File: src/rtl/ubrf_pkg.sv
// ----------------------------------------------------------------------------
// ubrf_pkg
// Shared constants, command codes and control types for the UART ring FIFOs.
// ----------------------------------------------------------------------------
package ubrf_pkg;

  // Default ring depth in slots. It must be a power of two from 2 to 256.
  localparam int unsigned FIFO_DEPTH = 64;

  // Payload widths.
  localparam int unsigned DATA_W = 8;
  localparam int unsigned CMD_W  = 2;

  // Commands carried by one input beat.
  typedef enum logic [CMD_W-1:0] {
    CMD_HOST_WRITE = 2'd0,
    CMD_HOST_READ  = 2'd1,
    CMD_RX_BYTE    = 2'd2,
    CMD_TX_READY   = 2'd3
  } cmd_e;

  // Commands from the controller to the datapath.
  typedef struct packed {
    logic capture;  // latch the input beat
    logic exec;     // update the rings and issue the storage access
    logic publish;  // load the output register
  } dp_cmd_t;

  // Status from the datapath to the controller.
  typedef struct packed {
    logic out_free; // the output register can take a result this cycle
  } dp_status_t;

endpackage

File: src/rtl/ubrf_ram.sv
// ----------------------------------------------------------------------------
// ubrf_ram
// Generic simple dual-port RAM: one write port, one registered read port.
// ----------------------------------------------------------------------------
module ubrf_ram #(
  parameter int unsigned WIDTH = 8,
  parameter int unsigned DEPTH = 64,
  parameter int unsigned ADDR_W = $clog2(DEPTH)
) (
  input  logic              clk,
  input  logic              we,
  input  logic [ADDR_W-1:0] waddr,
  input  logic [WIDTH-1:0]  wdata,
  input  logic              re,
  input  logic [ADDR_W-1:0] raddr,
  output logic [WIDTH-1:0]  rdata
);

  logic [WIDTH-1:0] mem [DEPTH];

  // Write port and registered read port.
  always_ff @(posedge clk) begin
    if (we) begin
      mem[waddr] <= wdata;
    end
    if (re) begin
      rdata <= mem[raddr];
    end
  end

endmodule

File: src/rtl/ubrf_ctrl.sv
// ----------------------------------------------------------------------------
// ubrf_ctrl
// Sequencer that steps one command at a time through capture, ring update
// and result load.
// ----------------------------------------------------------------------------
module ubrf_ctrl (
  input  logic                clk,
  input  logic                rst,
  input  logic                in_valid,
  output logic                in_ready,
  input  ubrf_pkg::dp_status_t status,
  output ubrf_pkg::dp_cmd_t    cmd
);

  typedef enum logic [1:0] {
    S_IDLE,
    S_EXEC,
    S_FIN
  } state_t;

  state_t state;

  // Decode the datapath commands from the current state.
  always_comb begin
    cmd.capture = in_valid && in_ready;
    cmd.exec    = (state == S_EXEC);
    cmd.publish = (state == S_FIN) && status.out_free;
  end

  // State and the registered input ready.
  always_ff @(posedge clk) begin
    if (rst) begin
      state    <= S_IDLE;
      in_ready <= 1'b1;
    end else begin
      unique case (state)
        S_IDLE: begin
          if (in_valid) begin
            state    <= S_EXEC;
            in_ready <= 1'b0;
          end
        end
        S_EXEC: begin
          state <= S_FIN;
        end
        S_FIN: begin
          if (status.out_free) begin
            state    <= S_IDLE;
            in_ready <= 1'b1;
          end
        end
        default: begin
          state    <= S_IDLE;
          in_ready <= 1'b1;
        end
      endcase
    end
  end

endmodule

File: src/rtl/ubrf_datapath.sv
// ----------------------------------------------------------------------------
// ubrf_datapath
// Ring pointers, interrupt enable, both ring stores and the output register.
// ----------------------------------------------------------------------------
module ubrf_datapath #(
  parameter int unsigned FIFO_DEPTH = ubrf_pkg::FIFO_DEPTH,
  parameter int unsigned PTR_W = $clog2(FIFO_DEPTH)
) (
  input  logic                        clk,
  input  logic                        rst,
  input  ubrf_pkg::dp_cmd_t            cmd,
  output ubrf_pkg::dp_status_t         status,
  input  logic [ubrf_pkg::CMD_W-1:0]  command,
  input  logic [ubrf_pkg::DATA_W-1:0] data_byte,
  output logic                        out_valid,
  input  logic                        out_ready,
  output logic                        accepted,
  output logic [ubrf_pkg::DATA_W-1:0] read_byte,
  output logic                        send_valid,
  output logic [ubrf_pkg::DATA_W-1:0] send_byte,
  output logic                        tx_irq_enable,
  output logic                        rx_available,
  output logic                        rx_dropped
);

  // Captured input beat.
  ubrf_pkg::cmd_e                cmd_q;
  logic [ubrf_pkg::DATA_W-1:0]   data_q;

  // Ring state.
  logic [PTR_W-1:0] tx_head;
  logic [PTR_W-1:0] tx_tail;
  logic [PTR_W-1:0] rx_head;
  logic [PTR_W-1:0] rx_tail;
  logic             irq_enable_flag;

  // Per-item results held between the ring update and the output load.
  logic res_accepted;
  logic res_read_sel;
  logic res_send;
  logic res_dropped;

  // Ring conditions and storage access.
  logic [PTR_W-1:0] tx_head_inc;
  logic [PTR_W-1:0] tx_tail_inc;
  logic [PTR_W-1:0] rx_head_inc;
  logic [PTR_W-1:0] rx_tail_inc;
  logic tx_full;
  logic tx_empty;
  logic rx_full;
  logic rx_empty;
  logic tx_we;
  logic tx_re;
  logic rx_we;
  logic rx_re;
  logic [ubrf_pkg::DATA_W-1:0] tx_rdata;
  logic [ubrf_pkg::DATA_W-1:0] rx_rdata;

  // Indices wrap by truncation since the depth is a power of two.
  assign tx_head_inc = tx_head + PTR_W'(1);
  assign tx_tail_inc = tx_tail + PTR_W'(1);
  assign rx_head_inc = rx_head + PTR_W'(1);
  assign rx_tail_inc = rx_tail + PTR_W'(1);

  // One slot stays empty, so full means the head is one behind the tail.
  assign tx_full  = (tx_head_inc == tx_tail);
  assign tx_empty = (tx_head == tx_tail);
  assign rx_full  = (rx_head_inc == rx_tail);
  assign rx_empty = (rx_head == rx_tail);

  // Storage accesses happen in the ring update cycle only.
  assign tx_we = cmd.exec && (cmd_q == ubrf_pkg::CMD_HOST_WRITE) && !tx_full;
  assign tx_re = cmd.exec && (cmd_q == ubrf_pkg::CMD_TX_READY) && !tx_empty;
  assign rx_we = cmd.exec && (cmd_q == ubrf_pkg::CMD_RX_BYTE) && !rx_full;
  assign rx_re = cmd.exec && (cmd_q == ubrf_pkg::CMD_HOST_READ) && !rx_empty;

  assign status.out_free = !out_valid || out_ready;

  ubrf_ram #(
    .WIDTH  (ubrf_pkg::DATA_W),
    .DEPTH  (FIFO_DEPTH),
    .ADDR_W (PTR_W)
  ) u_tx_store (
    .clk   (clk),
    .we    (tx_we),
    .waddr (tx_head),
    .wdata (data_q),
    .re    (tx_re),
    .raddr (tx_tail),
    .rdata (tx_rdata)
  );

  ubrf_ram #(
    .WIDTH  (ubrf_pkg::DATA_W),
    .DEPTH  (FIFO_DEPTH),
    .ADDR_W (PTR_W)
  ) u_rx_store (
    .clk   (clk),
    .we    (rx_we),
    .waddr (rx_head),
    .wdata (data_q),
    .re    (rx_re),
    .raddr (rx_tail),
    .rdata (rx_rdata)
  );

  // Input beat capture.
  always_ff @(posedge clk) begin
    if (cmd.capture) begin
      cmd_q  <= ubrf_pkg::cmd_e'(command);
      data_q <= data_byte;
    end
  end

  // Ring update: pointers, interrupt enable and per-item result flags.
  always_ff @(posedge clk) begin
    if (rst) begin
      tx_head         <= '0;
      tx_tail         <= '0;
      rx_head         <= '0;
      rx_tail         <= '0;
      irq_enable_flag <= 1'b0;
      res_accepted    <= 1'b0;
      res_read_sel    <= 1'b0;
      res_send        <= 1'b0;
      res_dropped     <= 1'b0;
    end else if (cmd.exec) begin
      res_accepted <= 1'b0;
      res_read_sel <= 1'b0;
      res_send     <= 1'b0;
      res_dropped  <= 1'b0;
      unique case (cmd_q)
        ubrf_pkg::CMD_HOST_WRITE: begin
          // A rejected write still arms the interrupt.
          if (!tx_full) begin
            tx_head      <= tx_head_inc;
            res_accepted <= 1'b1;
          end
          irq_enable_flag <= 1'b1;
        end
        ubrf_pkg::CMD_HOST_READ: begin
          if (!rx_empty) begin
            rx_tail      <= rx_tail_inc;
            res_accepted <= 1'b1;
            res_read_sel <= 1'b1;
          end
        end
        ubrf_pkg::CMD_RX_BYTE: begin
          if (!rx_full) begin
            rx_head <= rx_head_inc;
          end else begin
            res_dropped <= 1'b1;
          end
        end
        ubrf_pkg::CMD_TX_READY: begin
          // Nothing left to send disarms the interrupt.
          if (!tx_empty) begin
            tx_tail  <= tx_tail_inc;
            res_send <= 1'b1;
          end else begin
            irq_enable_flag <= 1'b0;
          end
        end
        default: begin
          res_accepted <= 1'b0;
        end
      endcase
    end
  end

  // Output valid flag.
  always_ff @(posedge clk) begin
    if (rst) begin
      out_valid <= 1'b0;
    end else if (cmd.publish) begin
      out_valid <= 1'b1;
    end else if (out_ready) begin
      out_valid <= 1'b0;
    end
  end

  // Output payload register; store read data arrives in this cycle.
  always_ff @(posedge clk) begin
    if (cmd.publish) begin
      accepted      <= res_accepted;
      read_byte     <= res_read_sel ? rx_rdata : '0;
      send_valid    <= res_send;
      send_byte     <= res_send ? tx_rdata : '0;
      tx_irq_enable <= irq_enable_flag;
      rx_available  <= !rx_empty;
      rx_dropped    <= res_dropped;
    end
  end

endmodule

File: src/rtl/uart_buffered_ring_fifos_unit.sv
// ----------------------------------------------------------------------------
// uart_buffered_ring_fifos_unit
// Host-side UART buffering with a transmit ring and a receive ring.
// ----------------------------------------------------------------------------
// Each input beat carries one command: host write, host read, byte received
// or transmitter ready. Both rings hold FIFO_DEPTH - 1 bytes in block RAM.
// An accepted beat is captured, then the ring pointers are updated and the
// ring store is accessed, and then the registered store read is loaded
// into the output register once that register is free. One item is in
// flight at a time, so a new beat is not accepted until the last result
// is loaded. The output register lets the next beat be accepted while a
// result waits. The rings need no clearing after reset, since a slot is
// only read after it was written.
module uart_buffered_ring_fifos_unit #(
  parameter int unsigned FIFO_DEPTH = ubrf_pkg::FIFO_DEPTH
) (
  input  logic                        clk,
  input  logic                        rst,
  input  logic                        in_valid,
  output logic                        in_ready,
  input  logic [ubrf_pkg::CMD_W-1:0]  command,
  input  logic [ubrf_pkg::DATA_W-1:0] data_byte,
  output logic                        out_valid,
  input  logic                        out_ready,
  output logic                        accepted,
  output logic [ubrf_pkg::DATA_W-1:0] read_byte,
  output logic                        send_valid,
  output logic [ubrf_pkg::DATA_W-1:0] send_byte,
  output logic                        tx_irq_enable,
  output logic                        rx_available,
  output logic                        rx_dropped
);

  localparam int unsigned PTR_W = $clog2(FIFO_DEPTH);

  ubrf_pkg::dp_cmd_t    dp_cmd;
  ubrf_pkg::dp_status_t dp_status;

  ubrf_ctrl u_ctrl (
    .clk      (clk),
    .rst      (rst),
    .in_valid (in_valid),
    .in_ready (in_ready),
    .status   (dp_status),
    .cmd      (dp_cmd)
  );

  ubrf_datapath #(
    .FIFO_DEPTH (FIFO_DEPTH),
    .PTR_W      (PTR_W)
  ) u_datapath (
    .clk           (clk),
    .rst           (rst),
    .cmd           (dp_cmd),
    .status        (dp_status),
    .command       (command),
    .data_byte     (data_byte),
    .out_valid     (out_valid),
    .out_ready     (out_ready),
    .accepted      (accepted),
    .read_byte     (read_byte),
    .send_valid    (send_valid),
    .send_byte     (send_byte),
    .tx_irq_enable (tx_irq_enable),
    .rx_available  (rx_available),
    .rx_dropped    (rx_dropped)
  );

  // Only one item is in flight: an accepted beat closes the input.
  a_one_in_flight: assert property (@(posedge clk) disable iff (rst)
    (in_valid && in_ready) |=> !in_ready)
    else $error("input accepted while an item is still in flight");

  // A byte handed to the line never comes with host or drop flags.
  a_send_exclusive: assert property (@(posedge clk) disable iff (rst)
    (out_valid && send_valid) |-> (!accepted && !rx_dropped))
    else $error("send result mixed with another command's flags");

  // Unused byte fields read as zero.
  a_zero_bytes: assert property (@(posedge clk) disable iff (rst)
    out_valid |-> ((accepted || read_byte == '0) && (send_valid || send_byte == '0)))
    else $error("byte field is nonzero without a matching flag");

endmodule

File: config.mk
export PLATFORM = sky130hd
export DESIGN_NAME = uart_buffered_ring_fifos_unit
export DESIGN_NICKNAME = d
export VERILOG_FILES = /design/src/rtl/ubrf_pkg.sv /design/src/rtl/ubrf_ram.sv /design/src/rtl/ubrf_ctrl.sv /design/src/rtl/ubrf_datapath.sv /design/src/rtl/uart_buffered_ring_fifos_unit.sv
export SDC_FILE = /design/constraint.sdc
export NUM_CORES = 1
export LEC_CHECK = 0
export BUFFER_PORTS_ARGS = -buffer_cell sky130_fd_sc_hd__clkbuf_2
export CORE_MARGIN = 3
export CORE_UTILIZATION = 25
export CTS_BUF_LIST = sky130_fd_sc_hd__clkbuf_8
export CTS_CLUSTER_DIAMETER = 100
export DETAILED_ROUTE_END_ITERATION = 7
export PLACE_DENSITY_LB_ADDON = 0.3
export SYNTH_ARGS = -nofsm -noshare
export SYNTH_HDL_FRONTEND = slang
export SYNTH_HIERARCHICAL = 1
export SYNTH_SLANG_ARGS = --single-unit
File: constraint.sdc
create_clock -name clk -period 2.9 [get_ports clk]
set_clock_uncertainty 0.15 [all_clocks]
set_input_delay 0.58 -clock clk [delete_from_list [all_inputs] [get_ports clk]]
set_output_delay 0.58 -clock clk [all_outputs]
set_load 0.05 [all_outputs]
==> run metrics, run 1 <==
reg2reg setup slack=0.11 ns; Synth async-reset ratio=0%; Tot GR Track Use=12.0%; CORE AREA=172,000 sq um; largest net degree at the start of global routing=129; drt total wl=109 mm; cell count after synthesis=2,159; Layout Nets=2,546; total power=31.3 mW; Mapped Nets=2,177; actual slew at the worst max-slew pin=1.09 ns; Hold Path Class=input pin to flop; hold_ws=0.283 ns; CP Launch Type=flop; TritonCTS clock tree=built; number of flops mapped to enable cells by yosys=1,071; Synth Register Bits=1,104; kind of critical path=flop to flop; Non-Filler Instances=4,981; total global routing overflow=0; I/O pins=37; Max Slew Vio Count=0; ANT nets after route=0; dominant cell type by area after synthesis=edfxtp_1; initial DRC count=1,563; Clock Sinks=1,104; # rows=152; Synth area leaders=edfxtp_1 (74%), mux4_2 (13%), nor2_1 (1.7%); status=finished clean; dpl cells=4,639; DRC Markers=0; Setup Viol. Count Final=0; layout cell share with drive strength beyond 1=33.3%; Max Fclk=358 MHz; Worst Path Max Fanout=8; CTS max path bufs=3; First-pass DRT Iterations=6; Main synth FF type=edfxtp_1; synth unique cells=68; crit path time final=2.79 ns; final estimated routing congestion in global placement=0.790; Leakage=15.9 nW; CP endpoint=u_datapath/u_rx_store/mem[56][4]; Slew headroom=27.4%; DP Area=48,300 sq um; Ys Warns=6; vias in the first global route=23,500; total CTS buffers=182; # port buffers=36; WP data required=3.37 ns; Die H=423 um; Reg2Reg Capture Point=u_datapath/u_rx_store/mem[56][4]; initial antenna violation count=2; CP endpoint kind=flop; path depth of the worst reg2reg path=10; PD cells=600 nW/um^2; Die ar.=179,000 sq um; clk root buf=clkbuf_8; worst skew pair latency=0.89 ns; top cell type's share of synthesized area=73.9%; mapped cell area=43,500 sq um; Initial Utilization=25.3%; Avg Vias per Cell=4.45; fillers=16,800; Clock transition at path regs=0.06 ns; Worst Path Arrival=3.26 ns; setup TNS=0 ns; first-pass GRT wire length=160 mm; final hold vios=0; die width=423 um; fin area=52,100 sq um; Tcrit/Tclk final=96.3%; Critical R2R Launch=u_datapath/rx_head[2]; sequential share of the synthesized area=75.4%; H-tree levels=4; Area Growth Syn to Fin=19.7%; Max IR drop VDD=0.000280 V; syn_area_per_cell=20.2 sq um; Final HPWL DP=67.8 mm; Avg WL per Cell=21.9 um; Critical Path Start=u_datapath/rx_head[2]; max_cap viols=0; vias post-DR=22,200
flip-flops by register name, indices dropped and copies added (netlist names), 2 cells and up:
signal and count:
u_ctrl/state 2, u_datapath/cmd_q 2, u_datapath/data_q 8, u_datapath/read_byte 8, u_datapath/rx_head 6, u_datapath/rx_tail 6, u_datapath/send_byte 8, u_datapath/tx_head 6
u_datapath/tx_tail 6, u_datapath/u_rx_store/mem 512, u_datapath/u_rx_store/rdata 8, u_datapath/u_tx_store/mem 512, u_datapath/u_tx_store/rdata 8
area by class of cell:
cell class              count  area, sq um  share of cell area [%]
flip-flops and latches   1104        32800                    63.0
multi-input cells         935        10200                    19.6
well taps                2310         2890                    5.55
repair buffers            296         2660                    5.10
clock buffers             184         2530                    4.86
clock inverters           142          948                    1.82
inverters                   9         33.8                  0.0648
diodes                      1         2.50                 0.00480
cells in the final DEF, fill, tap and decap left out, types with 13 or more instances in the layout:
cell type / n
edfxtp_1: 1071
mux4_2: 252
buf_4: 205
clkbuf_8: 184
nor2_1: 146
inv_1: 51
nor2_2: 51
mux2i_1: 50
clkinv_1: 46
nand2_1: 46
buf_12: 38
clkbuf_2: 36
nor2b_1: 36
nand3_1: 35
mux2_2: 26
dfxtp_1: 24
nand2b_1: 23
clkinv_2: 22
and2_1: 21
a21oi_1: 19
a211oi_1: 16
o221ai_1: 16
o22ai_1: 16
nor3_1: 14
xor2_1: 13
worst min path at each step:
stage / from / to / slack (ns) / cells past startpoint
after floorplan: u_datapath/res_dropped / u_datapath/rx_dropped / 0.26 / 0
after global placement: u_datapath/res_dropped / u_datapath/rx_dropped / 0.29 / 0
after detailed placement: u_datapath/res_dropped / u_datapath/rx_dropped / 0.30 / 0
after CTS: data_byte[0] / u_datapath/data_q[0] / 0.18 / 2
after global routing: data_byte[1] / u_datapath/data_q[1] / 0.20 / 2
final: data_byte[0] / u_datapath/data_q[0] / 0.28 / 2
synthesized netlist by cell type, types with 5 or more instances:
master     instances
a211oi_1          16
a21oi_1           19
a221oi_1          12
a22oi_1            6
and2_1            21
buf_1              8
buf_2             26
buf_4             27
buf_6              8
clkbuf_1          38
dfxtp_1           33
edfxtp_1        1071
inv_1              7
mux2_1             9
mux2_2            26
mux2i_1           50
mux4_2           252
nand2_1           46
nand2b_1          23
nand3_1           35
nand3b_1           6
nand4_1           10
nor2_1           198
nor2b_1           38
nor3_1            18
o2111ai_1          6
o21ai_0            7
o21ai_1            5
o221ai_1          17
o22ai_1           16
o2bb2ai_1          6
xnor2_1           12
xor2_1            13
metrics by stage:
step                      setup slack (ns)  util [%]
after floorplan                    -0.0833         -
after global placement              -0.190      28.0
after detailed placement            -0.194      28.0
after CTS                          0.00958      30.2
after global routing              -0.00333      30.2
final                                0.109      30.2
worst max-delay path, stage by stage, from the launching register on:
cell and delay (ns):
dfxtp_1 0.51, buf_4 0.21, nand3_1 0.12, o211a_1 0.25
o31ai_2 0.34, a21oi_4 0.15, nor2b_2 0.20, nand2_1 0.07
buf_4 0.25, nor2_1 0.08, buf_4 0.20
timing repair:
action / CTS / global route
cloned: 0 / 0
setup endpoints to repair: 291 / 675
hold endpoints to repair: 13 / 0
setup buffers: 3 / 0
resized for setup: 32 / 18
hold buffers: 12 / 0
pin swaps: 0 / 1
routing by layer:
layer | global-route usage [%] | vias up | routed length [um]
met5 | 0 | - | 0
met4 | 3.89 | 0 | 2810
met3 | 2.74 | 170 | 5480
met2 | 20.5 | 590 | 54900
met1 | 15.2 | 11800 | 45700
li1 | - | 9648 | -
power breakdown:
| part | internal [mW] | total, mW | switching, mW |
|---|---|---|---|
| clock network | 6.93 | 13.1 | 6.21 |
| logic | 0.119 | 0.552 | 0.433 |
| registers | 17.6 | 17.6 | 0.0346 |
| total | 24.6 | 31.3 | 6.68 |
logic make-up after synthesis:
group           count (synthesis)  synth area share [%]
compound gates                152                  2.68
xor+xnor                       25                 0.503
fa+ha+maj                       4                 0.115
buf+inv                       120                  1.63
flops                        1104                  75.4
mux                           339                  15.2
simple gates                  415                  4.54
Note: power is estimated with default switching activity, not from simulation.
==> inputs of run 2 (changes only) <==
--- a/config.mk
+++ b/config.mk
@@ -6,11 +6,14 @@
 export NUM_CORES = 1
 export LEC_CHECK = 0
 export BUFFER_PORTS_ARGS = -buffer_cell sky130_fd_sc_hd__clkbuf_2
+export CELL_PAD_IN_SITES_DETAIL_PLACEMENT = 1
+export CELL_PAD_IN_SITES_GLOBAL_PLACEMENT = 1
 export CORE_MARGIN = 3
 export CORE_UTILIZATION = 25
 export CTS_BUF_LIST = sky130_fd_sc_hd__clkbuf_8
 export CTS_CLUSTER_DIAMETER = 100
 export DETAILED_ROUTE_END_ITERATION = 7
+export HOLD_SLACK_MARGIN = 0.03
 export PLACE_DENSITY_LB_ADDON = 0.3
 export SYNTH_ARGS = -nofsm -noshare
 export SYNTH_HDL_FRONTEND = slang
==> run 2 against run 1 <==
Effect of this change:
- register-to-register slack about the same
- fmax increased by 0.38%
- combinational power increased by 3%
- highest routed layer unchanged
- sequential share of layout area decreased by 0.28 points
==> run metrics, run 2 (synthesized netlist as in run 1, its figures left out) <==
status=finished clean; Leakage=16.2 nW (+1.7%); die width=423 um (unchanged); Worst Path Arrival=3.26 ns (about the same); initial DRC count=1,692 (+8.3%); first-pass GRT wire length=168 mm (+4.6%); highest-delay cell along the critical path=dfxtp_4; Hold Path Class=flop to flop; max_cap viols=0 (unchanged); # rows=152 (unchanged); largest net degree at the start of global routing=129 (unchanged); Layout Nets=2,583 (+1.5%); Clock Sinks=1,104 (unchanged); Max Fclk=360 MHz (+0.38%); highest cell delay on the worst timing path=0.54 ns (+0.03 ns); grt peak-use layer=met2; drt total wl=114 mm (+4.5%); met1 Resource Use GR=16.1% (+0.96 points); First-pass DRT Iterations=5 (-1); Max Slew Vio Count=0 (unchanged); clk root buf=clkbuf_8; Setup Viol. Count Final=0 (unchanged); Slew headroom=39.0% (+12 points); Avg Vias per Cell=4.44 (-0.21%); GRT met3 Usage=2.62% (-0.11 points); initial antenna violation count=2 (unchanged); CORE AREA=172,000 sq um (unchanged); setup TNS=0 ns (unchanged); commonest non-fill, non-tap cell in the layout=edfxtp_1; actual slew at the worst max-slew pin=0.915 ns (-0.174 ns); CP bufs+invs=2 (-1); Die ar.=179,000 sq um (unchanged); crit-path cells=buf_12, buf_4, mux4_2, mux2_2, o311ai_1, nand2_1; most frequent cells in the layout=edfxtp_1 (1,071), mux4_2 (252), buf_4 (242); Die H=423 um (unchanged); CP Launch Type=flop; Area Growth Syn to Fin=20.2%; vias in the first global route=24,400 (+3.9%); CTS max path bufs=3 (unchanged); PD cells=602 nW/um^2 (+0.33%); critical path's top delay family=multiplexers; worst skew pair latency=0.89 ns (about the same); CP endpoint kind=flop; total CTS buffers=184 (+1.1%); ANT nets after route=0 (unchanged); Initial Utilization=25.3% (unchanged); Clock transition at path regs=0.06 ns (about the same); final estimated routing congestion in global placement=0.771 (-2.5%); WP data required=3.38 ns (about the same); Final HPWL DP=74.1 mm (+9.2%); final hold vios=0 (unchanged); grt met2 use=21.5% (+1.0 points); top flop regs=u_datapath/u_rx_store/mem x512, u_datapath/u_tx_store/mem x512; TritonCTS clock tree=built; Max IR drop VDD=0.000438 V (+57%); layout cell share with drive strength beyond 1=33.1% (-0.18 points); Tot GR Track Use=12.6% (+0.60 points); total global routing overflow=0 (unchanged); kind of critical path=flop to flop; fin util=30.4% (+0.14 points); H-tree levels=4 (unchanged); Tcrit/Tclk final=95.9% (-0.36 points); DRC Markers=0 (unchanged); vias post-DR=22,300 (+0.59%); Worst Path Max Fanout=25 (+17); I/O pins=37 (unchanged); # port buffers=36 (unchanged); crit path time final=2.78 ns (-0.0105 ns); Avg WL per Cell=22.7 um (+3.7%); fillers=17,700 (+4.9%)
run 2: cell count changes in the layout (fill, tap and decap cells not counted), sizes merged:
cell      previous run  this run
buf                248       283
clkinv              69        77
clkinvlp             9         2
inv                 62        65
bufinv              11        10
clkbuf             220       221
diode                1         2
run 2: power breakdown:
| group | internal [mW] | switching, mW |
|---|---|---|
| Sequential | 17.6 | 0.0457 |
| Clock | 6.93 | 6.43 |
| Combinational | 0.132 | 0.436 |
| Total | 24.6 | 6.91 |
run 2: worst reg2reg max path: cells and delay by family, from the launching register on:
kind / cells / cell delay [ns]
muxes: 2 / 0.81
DFF: 1 / 0.54
buffers and inverters: 2 / 0.49
AOI/OAI and AO/OA: 1 / 0.45
and+or+nand+nor: 1 / 0.09
run 2: final timing paths:
check	cells after the start	slack [ns]	startpoint	to
setup / recovery	6	0.12	u_datapath/rx_tail[0]	u_datapath/u_rx_store/rdata[7]
hold / removal	0	0.29	u_datapath/res_dropped	u_datapath/rx_dropped
setup reg to reg	6	0.12	u_datapath/rx_tail[0]	u_datapath/u_rx_store/rdata[7]
hold reg to reg	0	0.29	u_datapath/res_dropped	u_datapath/rx_dropped
run 2: repair_timing:
action / in CTS / in global routing
pin swaps: 0 / 1
setup endpoints to repair: 57 / 630
endpoints found under the hold margin: 14 / 0
gates resized for setup: 5 / 16
hold buffers: 12 / 0
buffers inserted: 0 / 2
run 2: per-stage QoR:
step | hold slack (ns) | power [mW] | std cells | area (sq um) | setup slack [ns]
2_1_floorplan | 0.258 | 18.2 | 2159 | 43600 | -0.0833
3_3_place_gp | 0.270 | 18.5 | 4675 | 48600 | -0.0379
3_5_place_dp | 0.273 | 18.5 | 4675 | 48600 | -0.0671
4_1_cts | 0.173 | 32.1 | 5017 | 52300 | 0.0111
5_1_grt | 0.215 | 32.8 | 5020 | 52400 | -0.000854
6_report | 0.291 | 31.5 | 5021 | 52400 | 0.119
run 2: cell type report:
type / count / area, sq um / area share, %
Tap cell: 2310 / 2890 / 5.52
Timing Repair Buffer: 331 / 2890 / 5.53
Antenna cell: 2 / 5.00 / 0.00956
Sequential cell: 1104 / 32800 / 62.7
Multi-Input combinational cell: 935 / 10100 / 19.4
Clock buffer: 185 / 2550 / 4.86
Inverter: 9 / 33.8 / 0.0645
Clock inverter: 145 / 1000 / 1.92
run 2: metal layers:
| metal | vias up | wire length, um |
|---|---|---|
| met2 | 484 | 57300 |
| met3 | 188 | 4700 |
| met5 | - | 0 |
| met1 | 11900 | 48700 |
| met4 | 0 | 3020 |
| li1 | 9711 | - |
==> inputs of run 3 (changes only) <==
--- a/config.mk
+++ b/config.mk
@@ -5,6 +5,7 @@
 export SDC_FILE = /design/constraint.sdc
 export NUM_CORES = 1
 export LEC_CHECK = 0
+export ABC_AREA = 1
 export BUFFER_PORTS_ARGS = -buffer_cell sky130_fd_sc_hd__clkbuf_2
 export CELL_PAD_IN_SITES_DETAIL_PLACEMENT = 1
 export CELL_PAD_IN_SITES_GLOBAL_PLACEMENT = 1
==> run 3 against run 2 <==
Effect of this change:
- clock power barely moved
- synthesized cell count increased by 85%
- routed wire length up 21%
- worst hold slack got worse by 0.041 ns
- highest routed layer unchanged
- count of clock-buffer cells in the layout rose by 3
- area after synthesis increased by 5.5%
- total power rose by 1.7%
- worst setup slack worse by 0.045 ns
- critical endpoint is now u_datapath/u_rx_store/mem[44][2]
==> run metrics, run 3 <==
status=finished clean; Setup Viol. Count Final=0 (unchanged); dpl cells=6,442 (+38%); Tcrit/Tclk final=97.4% (+1.5 points); synth unique cells=34 (-50%); Worst Path Max Fanout=9 (-64%); clk root buf=clkbuf_8; Ys Warns=6 (unchanged); Synth area leaders=edfxtp_1 (70%), nand2_1 (12%), nand3_1 (9.8%); CTS max path bufs=3 (unchanged); commonest non-fill, non-tap cell in the layout=nand2_1; Clock Sinks=1,104 (unchanged); most frequent cells in the layout=nand2_1 (1,408), edfxtp_1 (1,071), nand3_1 (896); total global routing overflow=0 (unchanged); RSZ-0062 raised after global routing=true; final hold vios=0 (unchanged); total power=32.1 mW (+1.7%); ANT nets after route=0 (unchanged); initial antenna violation count=3 (+1); total CTS buffers=182 (-1.1%); DRC Markers=0 (unchanged); Area Growth Syn to Fin=15.9%; mapped cell area=45,900 sq um (+5.5%); First-pass DRT Iterations=5 (unchanged); kind of critical path=flop to flop; Synth Register Bits=1,104 (unchanged); Synth async-reset ratio=0% (unchanged); I/O pins=37 (unchanged); Max IR drop VDD=0.000484 V (+10%); top flop regs=u_datapath/u_rx_store/mem x512, u_datapath/u_tx_store/mem x512; first-pass GRT wire length=207 mm (+23%); fin util=29.3% (-1.1 points); Pint=24.9 mW (+0.99%); Avg WL per Cell=20.3 um (-10%); WP data required=3.25 ns (-0.13 ns); Main synth FF type=edfxtp_1; Hold Path Class=input pin to flop; Die ar.=189,000 sq um (+5.4%); Layout Nets=4,209 (+63%); CORE AREA=182,000 sq um (+5.5%); Max Fclk=354 MHz (-1.6%); Leakage=18.9 nW (+17%); Non-Filler Instances=6,793 (+35%); worst skew pair latency=0.89 ns (about the same); H-tree levels=4 (unchanged); # rows=156 (+2.6%); actual slew at the worst max-slew pin=1.01 ns (+0.0980 ns); Max Slew Vio Count=0 (unchanged); top cell type's share of synthesized area=70.0% (-3.8 points); vias post-DR=30,400 (+36%); TritonCTS clock tree=built; largest net degree at the start of global routing=166 (+29%); fillers=20,200 (+15%); CP Launch Type=flop; PD cells=603 nW/um^2 (about the same); drt total wl=138 mm (+21%); cell count after synthesis=3,990 (+85%); CP endpoint kind=flop; synth cell count leaders=nand2_1 (1,408), edfxtp_1 (1,071), nand3_1 (896), nor2_1 (143), inv_1 (80); Clk pwr share=42.0% (-0.4 points); # port buffers=36 (unchanged); sequential share of the synthesized area=71.5% (-3.9 points); Clock transition at path regs=0.06 ns (about the same); layout cell share with drive strength beyond 1=12.7% (-20 points); Avg Vias per Cell=4.47 (+0.67%); Slew headroom=32.5% (-6.5 points); vias in the first global route=31,800 (+30%); max_cap viols=0 (unchanged); Reg power frac=55.0% (-0.8 points); syn_area_per_cell=11.5 sq um (-43%); Sw Share=22.4% (+0.52 points); sw power=7.19 mW (+4.1%); Mapped Nets=4,008 (+84%); cell with the most instances after synthesis=nand2_1; number of flops mapped to enable cells by yosys=1,071 (unchanged); die width=435 um (+2.7%); Initial Utilization=25.3% (about the same); combinational group share of total power=2.9% (+1.1 points); Final HPWL DP=83.3 mm (+12%); Tot GR Track Use=14.6% (+1.9 points); Die H=435 um (+2.7%); initial DRC count=2,022 (+20%); final estimated routing congestion in global placement=0.779 (+1.1%); crit path time final=2.83 ns (+0.0448 ns); dominant cell type by area after synthesis=edfxtp_1; Worst Path Arrival=3.18 ns (-0.08 ns)
## run 3: changes by cell type after synthesis, sizes merged, moves of 23 or more
cell / change
nand2b: -23
inv: +83
nand2: +1367
nor2: -48
mux2: -37
nor2b: -38
nand3: +865
mux2i: -50
mux4: -252
buf: +124
## run 3: what timing repair did
| item | in CTS | in global routing |
|---|---|---|
| hold endpoints to repair | 42 | 0 |
| setup buffers | 0 | 1 |
| gates resized for setup | 0 | 38 |
| hold buffers | 13 | 0 |
| endpoints found under the setup margin | 0 | 402 |
## run 3: metrics by stage
stage	setup TNS, ns	area, sq um	hold slack (ns)	worst slack, ns
2_1_floorplan	-30.30	45900	0.252	-0.243
3_3_place_gp	0	49400	0.280	0.0974
3_5_place_dp	0	49400	0.290	0.0493
4_1_cts	0	53100	0.129	0.0195
5_1_grt	-2.48	53200	0.175	-0.0693
6_report	0	53200	0.250	0.0745
## run 3: cell type report
type	count	area (sq um)	area share [%]
Antenna cell	3	7.51	0.0141
Clock buffer	188	2590	4.86
Clock inverter	146	938	1.76
Inverter	93	369	0.694
Multi-Input combinational cell	2561	11200	21.1
Sequential cell	1104	32800	61.7
Tap cell	2449	3060	5.76
Timing Repair Buffer	249	2190	4.11
## run 3: critical path, stage by stage, from the launching register on
cell and delay [ns]:
dfxtp_1 0.43, ha_1 0.29, inv_1 0.09, nand2_1 0.05
nand2_1 0.07, nor2_1 0.04, nand2_1 0.06, nor2_2 0.05
nand3_4 0.07, nand2_4 0.06, inv_4 0.10, nand4_1 0.10
buf_4 0.24, nor2_1 0.60
## run 3: worst paths after layout
path / cells past startpoint / endpoint / startpoint / slack [ns]
worst max-delay path: 13 / u_datapath/u_rx_store/mem[44][2] / u_datapath/rx_head[0] / 0.07
worst min-delay path: 2 / u_datapath/data_q[2] / data_byte[2] / 0.25
worst max register to register: 13 / u_datapath/u_rx_store/mem[44][2] / u_datapath/rx_head[0] / 0.07
worst min register to register: 0 / u_datapath/accepted / u_datapath/res_accepted / 0.31
## run 3: metal layers
layer | track usage (%) | share of wire, % | vias up
li1 | - | - | 14300
met1 | 20.1 | 47 | 15300
met2 | 23.5 | 47 | 602
met3 | 2.41 | 4.1 | 193
met4 | 4.33 | 2.3 | 0
met5 | 0 | 0 | -
## run 3: logic make-up after synthesis
logic type	count (synthesis)	synth area share, %
AOI/OAI and AO/OA	33	0.381
adders and majority gates	4	0.109
buffers and inverters	325	4.36
xor gates and xnor gates	18	0.343
DFF	1104	71.5
and+or+nand+nor	2506	23.3
## run 3: power by group through the flow
stage	sequential [mW]	clock, mW	combinational, mW
after CTS	17.6	14.0	0.971
after global routing	17.6	14.6	1.03
final	17.6	13.5	0.940
after floorplan	18.2	0	0.263
after global placement	18.0	0	0.944
after detailed placement	18.0	0	0.956
